===== config.mk =====
export PLATFORM = sky130hd
export DESIGN_NAME = vab_isqrt
export DESIGN_NICKNAME = d
export VERILOG_FILES = /design/src/sv/vab_pkg.sv /design/src/sv/vab_isqrt.sv
export SDC_FILE = /design/constraint.sdc
export NUM_CORES = 2
export LEC_CHECK = 0
export BUFFER_PORTS_ARGS = -buffer_cell sky130_fd_sc_hd__buf_2
export CAP_MARGIN = 10
export CORE_ASPECT_RATIO = 0.9
export CORE_UTILIZATION = 42
export DETAILED_ROUTE_END_ITERATION = 16
export GPL_ROUTABILITY_DRIVEN = 0
export SETUP_SLACK_MARGIN = 0.4
export SLEW_MARGIN = 20
export SYNTH_ARGS = -nofsm -noshare
export SYNTH_HDL_FRONTEND = slang
export SYNTH_SLANG_ARGS = --single-unit

===== constraint.sdc =====
create_clock -name clk_i -period 3.3 [get_ports clk_i]
set_clock_uncertainty 0.1 [all_clocks]
set_input_delay 0.66 -clock clk_i [delete_from_list [all_inputs] [get_ports clk_i]]
set_output_delay 0.66 -clock clk_i [all_outputs]
set_load 0.03 [all_outputs]

===== src/sv/vab_pkg.sv =====
// Shared types, constants and the arctangent table of the vector angle unit.
`timescale 1ns / 1ps
package vab_pkg;

  localparam int unsigned NORM_W = 30;  // normalized magnitude width
  localparam int unsigned SQ_W   = 62;  // sum of three squares
  localparam int unsigned ROOT_W = 31;  // integer square root
  localparam int unsigned REM_W  = 34;  // root remainder
  localparam int unsigned XY_W   = 34;  // rotator datapath
  localparam int unsigned ACC_W  = 32;  // angle accumulator, Q3.28

  localparam logic signed [ACC_W-1:0] ACC_PI      = 32'sd843314857;
  localparam logic signed [ACC_W-1:0] ACC_HALF_PI = 32'sd421657428;

  typedef struct packed {
    logic              zero;
    logic              neg;
    logic [NORM_W-1:0] ud;
  } side_t;

  // atan(2^-i) in Q3.28, rounded to nearest
  function automatic logic signed [ACC_W-1:0] atan_q28(input int i);
    logic signed [ACC_W-1:0] v;
    case (i)
      0:  v = 32'sd210828714;
      1:  v = 32'sd124459457;
      2:  v = 32'sd65760959;
      3:  v = 32'sd33381290;
      4:  v = 32'sd16755422;
      5:  v = 32'sd8385879;
      6:  v = 32'sd4193963;
      7:  v = 32'sd2097109;
      8:  v = 32'sd1048571;
      9:  v = 32'sd524287;
      10: v = 32'sd262144;
      11: v = 32'sd131072;
      12: v = 32'sd65536;
      13: v = 32'sd32768;
      14: v = 32'sd16384;
      15: v = 32'sd8192;
      16: v = 32'sd4096;
      17: v = 32'sd2048;
      18: v = 32'sd1024;
      19: v = 32'sd512;
      20: v = 32'sd256;
      21: v = 32'sd128;
      22: v = 32'sd64;
      23: v = 32'sd32;
      24: v = 32'sd16;
      25: v = 32'sd8;
      26: v = 32'sd4;
      27: v = 32'sd2;
      28: v = 32'sd1;
      default: v = '0;
    endcase
    return v;
  endfunction

endpackage


===== src/sv/vab_isqrt.sv =====
// Pipelined integer square root, one result bit per stage.
`timescale 1ns / 1ps
module vab_isqrt (
  input  logic                              clk_i,
  input  logic                              rst_ni,
  input  logic                              en_i,
  input  logic                              vld_i,
  input  logic [vab_pkg::SQ_W-1:0]          n_i,
  input  vab_pkg::side_t                    side_i,
  output logic                              vld_o,
  output logic [vab_pkg::ROOT_W-1:0]        root_o,
  output vab_pkg::side_t                    side_o
);
  import vab_pkg::*;

  logic              vld_q  [ROOT_W+1];
  logic [SQ_W-1:0]   n_q    [ROOT_W+1];
  logic [REM_W-1:0]  rem_q  [ROOT_W+1];
  logic [ROOT_W-1:0] root_q [ROOT_W+1];
  side_t             side_q [ROOT_W+1];

  always_comb begin
    vld_q[0]  = vld_i;
    n_q[0]    = n_i;
    rem_q[0]  = '0;
    root_q[0] = '0;
    side_q[0] = side_i;
  end

  for (genvar k = 0; k < ROOT_W; k++) begin : g_step
    logic [REM_W-1:0]  rem2;
    logic [REM_W-1:0]  trial;
    logic [REM_W-1:0]  rem_d;
    logic [ROOT_W-1:0] root_d;

    always_comb begin
      // bring down the next two bits and try a one in this root position
      rem2  = {rem_q[k][REM_W-3:0], n_q[k][SQ_W-1 -: 2]};
      trial = {1'b0, root_q[k], 2'b01};
      if (rem2 >= trial) begin
        rem_d  = rem2 - trial;
        root_d = {root_q[k][ROOT_W-2:0], 1'b1};
      end else begin
        rem_d  = rem2;
        root_d = {root_q[k][ROOT_W-2:0], 1'b0};
      end
    end

    always_ff @(posedge clk_i or negedge rst_ni) begin
      if (!rst_ni) begin
        vld_q[k+1] <= 1'b0;
      end else if (en_i) begin
        vld_q[k+1] <= vld_q[k];
      end
    end

    always_ff @(posedge clk_i) begin
      if (en_i) begin
        n_q[k+1]    <= {n_q[k][SQ_W-3:0], 2'b00};
        rem_q[k+1]  <= rem_d;
        root_q[k+1] <= root_d;
        side_q[k+1] <= side_q[k];
      end
    end
  end

  assign vld_o  = vld_q[ROOT_W];
  assign root_o = root_q[ROOT_W];
  assign side_o = side_q[ROOT_W];

endmodule


# Word-level counts from Yosys, hierarchy flattened
# Index checks and enable logic that the tools add are counted.
# word_totals
reg_bits	3380
word_cells	338
out_inout_bits	64
# classes
muxes	61
addsub	30
magnitude_cmp	31
# ops
op	n
32-bit 2-to-1 mux	29
34-bit by 10-bit >= comparator with 1-bit output	1
34-bit by 11-bit >= comparator with 1-bit output	1
34-bit by 12-bit >= comparator with 1-bit output	1
34-bit by 13-bit >= comparator with 1-bit output	1
34-bit by 14-bit >= comparator with 1-bit output	1
34-bit by 15-bit >= comparator with 1-bit output	1
34-bit by 16-bit >= comparator with 1-bit output	1
34-bit by 17-bit >= comparator with 1-bit output	1
34-bit by 18-bit >= comparator with 1-bit output	1
34-bit by 19-bit >= comparator with 1-bit output	1
34-bit by 20-bit >= comparator with 1-bit output	1
34-bit by 21-bit >= comparator with 1-bit output	1
34-bit by 22-bit >= comparator with 1-bit output	1
34-bit by 23-bit >= comparator with 1-bit output	1
34-bit by 24-bit >= comparator with 1-bit output	1
34-bit by 25-bit >= comparator with 1-bit output	1
34-bit by 26-bit >= comparator with 1-bit output	1
34-bit by 27-bit >= comparator with 1-bit output	1
34-bit by 28-bit >= comparator with 1-bit output	1
34-bit by 29-bit >= comparator with 1-bit output	1
34-bit by 3-bit >= comparator with 1-bit output	1
34-bit by 30-bit >= comparator with 1-bit output	1
34-bit by 31-bit >= comparator with 1-bit output	1
40 further kinds	70

# Longest topological paths before layout
# depth
ltp_word	2
ltp_mapped	15
ltp_nobuf	14

# Least setup slack after synthesis
# Ideal clock, no wire load.
# synth_path
path_kind	flip-flop to flip-flop
start	register rem_q (netlist bit g_step[26].rem2[3])
end	register rem_q (netlist bit g_step[27].rem2[28]) (data pin)
path_buffers	2
arrival_time_ps	3190
path_stages_with_launch	13
slack_ps	-252
cell_sequence	edfxtp_1 ha_1 o211ai_1 a21oi_1 o41a_1 a31o_2 o31a_1 a31o_2 o2111ai_1 and3_1 clkbuf_1 buf_2 o21ai_0
# synth_via
elab_chain_cells	2
elab_cells_between_ends	3
# synth_rtl
element	line	source
from (decl)	vab_isqrt.sv:18	logic [REM_W-1:0] rem_q [ROOT_W+1];
from (signal, indexed assignment)	vab_isqrt.sv:60	rem_q[k+1] <= rem_d;
32-bit by 28-bit subtractor with 32-bit output / 34-bit by 28-bit >= comparator with 1-bit output (equally long branches)	vab_isqrt.sv:41, vab_isqrt.sv:40	
32-bit 2-to-1 mux *	vab_isqrt.sv:40	if (rem2 >= trial) begin
net g_step[26].rem_d[26]	vab_isqrt.sv:33	logic [REM_W-1:0] rem_d;
# Mark *: on every way through the listed nets, which the timed path passes. The rest lies on a longest branch.
# A chain may end at the register's enable or synchronous reset.

# Final worst setup path
# layout_path
start	register rem_q (netlist bit g_step[8].rem2[21])
end	register rem_q (netlist bit g_step[9].rem2[31]) (data pin)
# layout_via
elab_chain_cells	2
elab_cells_between_ends	3
# layout_rtl
element	line
32-bit by 10-bit subtractor with 32-bit output / 34-bit by 10-bit >= comparator with 1-bit output (equally long branches)	vab_isqrt.sv:41, vab_isqrt.sv:40
32-bit 2-to-1 mux *	vab_isqrt.sv:40
net g_step[8].rem_d[29]	vab_isqrt.sv:33
# Marked as above.

==> reports/summary.txt <==
internal cell power - 86.77 mW
number of cell rows - 200
Syn. warnings - 0
register area share after synthesis - 0.7217
reg2reg path depth - 11
vias post-DR - 80.42k
Detailed Route Iter0 Violations - 6295
Power Density - 678.4 nW/um^2
Place WS - -0.2714 ns
fraction of registers with async set/reset - 0.009218
Final min period - 3.478 ns
Synth Net Count - 10.07k
hold depth - 1
Hold/Removal Path Class - input port to flop
Fin. Hold Viols - 0
Pre-antenna DRT Iters - 6
Layout Nets - 11.61k
final setup fails - 78
final wirelength - 273.6 mm
first-pass GRT wire length - 417.7 mm
clock root buffer - clkbuf_16
Tot Pwr - 118.7 mW
clock network fraction of design power - 0.327
Clock Path Buffers - 4
Synth cell types - 90
initial core utilization - 0.4230
Cells after Synth - 9443
hold_ws - 0.1414 ns
fraction of layout cells with a size suffix above 1 - 0.2645
mean number of vias per cell - 5.150
fillers - 26.12k
area share of the largest cell type after synthesis - 0.7161
kind of critical path - flop to flop
dominant cell type by area after synthesis - edfxtp_1
DRC violations left - 0
CORE AREA - 330300 sq um
Placed Instance Area - 151000 sq um
worst setup margin - -0.1780 ns
Skew-Pair Late Insertion Delay - 0.92 ns
HPWL Detailed - 171.7 mm
Die Height - 549.2 um
final period utilization - 1.054
main flop type after synthesis - edfxtp_1
worst slew pin tran - 0.9072 ns
hold path start - en_i
NetSw - 31.96 mW
Post-synth EDFFs - 3332
peak supply drop - 0.5040 mV
Arr. time, crit path - 4.03 ns
clk sinks - 3363
vias in the first global route - 78.87k
slack of the worst reg-to-reg path - -0.18 ns
r2r startpoint - g_step[8].rem2[21]
io pins - 162
Area Growth Syn to Fin - 25.26%
reg2reg end - g_step[9].rem2[31]
Synth area leaders - edfxtp_1 (72%), ha_1 (4.7%), xnor2_1 (2.4%), xor2_1 (2.3%), a21oi_1 (1.9%)
RSZ-0062 raised after global routing - true
cell area after synthesis - 139700 sq um
Syn Area/Cell - 14.80 sq um
CP max FO - 7
multi-input logic area - 42580 sq um
H-tree depth - 5
total gr overflow - 0
CTS tree - yes
Slew headroom - 0.3952
die width - 610.0 um
f_max - 287.5 MHz
combinational power share - 0.204
antenna-violating nets left - 0
status - complete, but fails checks
CP required - 3.86 ns
FF+latch area - 100800 sq um
initial antenna violation count - 3
total die area - 335000 sq um
sw frac - 0.2691
Max-Cap Viols - 0
max-slew violations - 0
failing checks - negative setup slack
GRT Total Usage - 0.1529
largest net degree at the start of global routing - 150
leakage power - 66.16 nW
I/O Buffers - 161
fin area - 175000 sq um
TritonCTS buffer count - 353
crit end category - flop
number of synthesized register bits - 3363
startpoint types - flop
power share of the sequential group - 0.469
drt wl/cell - 17.52 um
clock-pin slew on the worst setup and hold paths - 0.06 ns
worst hold endpoint - side_q[277]
Final TNS setup - -3.835 ns
## per-stage QoR
step           std cells  utilization
6_report           15620       0.5298
3_3_place_gp       14340       0.4573
5_1_grt            15620       0.5298
3_5_place_dp       14340       0.4573
2_1_floorplan       9443            -
4_1_cts            15300       0.5088
## per-layer routing
| metal | up-vias | global-route usage | part of all wire |
|---|---|---|---|
| li1 | 38390 | - | - |
| met1 | 38980 | 0.2028 | 0.43 |
| met2 | 2315 | 0.2505 | 0.47 |
| met3 | 744 | 0.02287 | 0.051 |
| met4 | 0 | 0.06699 | 0.044 |
| met5 | - | 0 | 0 |
## timing repair
| action | 4_1_cts | 5_1_grt |
|---|---|---|
| setup buffers | 195 | 298 |
| endpoints found under the setup margin | 807 | 865 |
| endpoints found under the hold margin | 127 | 0 |
| cloned | 23 | 22 |
| resized for setup | 528 | 951 |
| hold buffers | 97 | 0 |
| pin swaps | 227 | 336 |
## placed cells by master (no fill, tap or decap), types with 89 or more instances in the layout
cell type / Yosys / routed
clkbuf_16: 0 / 372
dlygate4sd3_1: 0 / 97
edfxtp_1: 3332 / 3332
o21a_1: 94 / 92
nor2_1: 488 / 406
nand2b_1: 111 / 98
a21o_1: 252 / 252
a21oi_1: 529 / 424
xor2_1: 371 / 366
nand2_1: 571 / 481
nor3_1: 202 / 131
buf_4: 32 / 905
buf_6: 2 / 99
ha_4: 0 / 124
a21oi_2: 0 / 89
o21ai_0: 450 / 269
xnor2_1: 390 / 367
buf_2: 5 / 162
inv_1: 677 / 639
ha_1: 528 / 379
nand3_1: 119 / 94
nand4_1: 96 / 96
o21ai_2: 0 / 124
## kinds of logic after synthesis
group	Yosys count	share of synthesized area
AO/OA/AOI/OAI	1721	0.07599
XOR/XNOR	761	0.04770
adder cells (fa/ha/maj)	528	0.04728
buffers and inverters	876	0.02455
flip-flops	3363	0.7217
multiplexers	124	0.009851
other	1	0.00002684
AND/OR/NAND/NOR	2069	0.07291
## state kept, by name, indices dropped and copies added (netlist names)
register      flops
vld_q            30
root_o           31
vld_o             1
g_step.rem2     974
side_o           32
side_q          960
n_q             870
g_step.trial    465
## worst max path at each step
stage                        from            endpoint  depth (start not counted)
6_report       g_step[8].rem2[21]  g_step[9].rem2[31]                         11
3_5_place_dp    g_step[8].rem2[2]  g_step[9].rem2[31]                         12
5_1_grt        g_step[8].trial[2]  g_step[9].rem2[21]                         13
2_1_floorplan   g_step[8].rem2[2]  g_step[9].rem2[23]                         13
4_1_cts        g_step[8].rem2[21]  g_step[9].rem2[11]                         10
3_3_place_gp    g_step[8].rem2[2]  g_step[9].rem2[31]                         12
## area by class of cell
| class | instances | area share |
|---|---|---|
| Tap cell | 4343 | 0.03105 |
| Clock inverter | 213 | 0.01281 |
| Inverter | 682 | 0.01471 |
| Multi-Input combinational cell | 5206 | 0.2433 |
| Antenna cell | 2 | 0.00002860 |
| Clock buffer | 428 | 0.05232 |
| Sequential cell | 3363 | 0.5762 |
| Timing Repair Buffer | 1380 | 0.06963 |
## critical path, cell delays in order (launching register included)
cell and delay [ns]:
edfxtp_1 0.38, or4_4 0.55, or3_4 0.34, or4_4 0.42, or4_4 0.45, nor2_4 0.12
and3_4 0.20, a2111o_2 0.14, or4_4 0.22, nor4_4 0.05, buf_4 0.14, xor2_1 0.13
## power by group through the flow
stage	clock [mW]	sequential [mW]	combinational [mW]
after floorplan	0	55.2	13.0
after global placement	0	56.1	18.3
after detailed placement	0	56.2	19.0
after CTS	40.2	55.5	21.3
after global routing	41.8	56.1	26.1
final	38.8	55.7	24.2
## synth_stat cells, types with 32 or more instances
cell and n:
clkbuf_1 143, nand4_1 96, and3_1 34, mux2_2 108, or3_1 75, or4_1 57, nor2_1 488, nor4_1 82
a31oi_1 49, xor2_1 371, buf_4 32, nand3_1 119, nand2_1 571, o21a_1 94, edfxtp_1 3332, nand3b_1 33
and2_1 33, nor2b_1 67, inv_1 677, o21ai_0 450, a21o_1 252, nor3_1 202, a211oi_1 45, o21bai_1 56
o211ai_1 32, ha_1 528, a21oi_1 529, xnor2_1 390, nand2b_1 111, or2_2 34, o31ai_1 46
No activity file was read; power rests on OpenSTA's default activity.
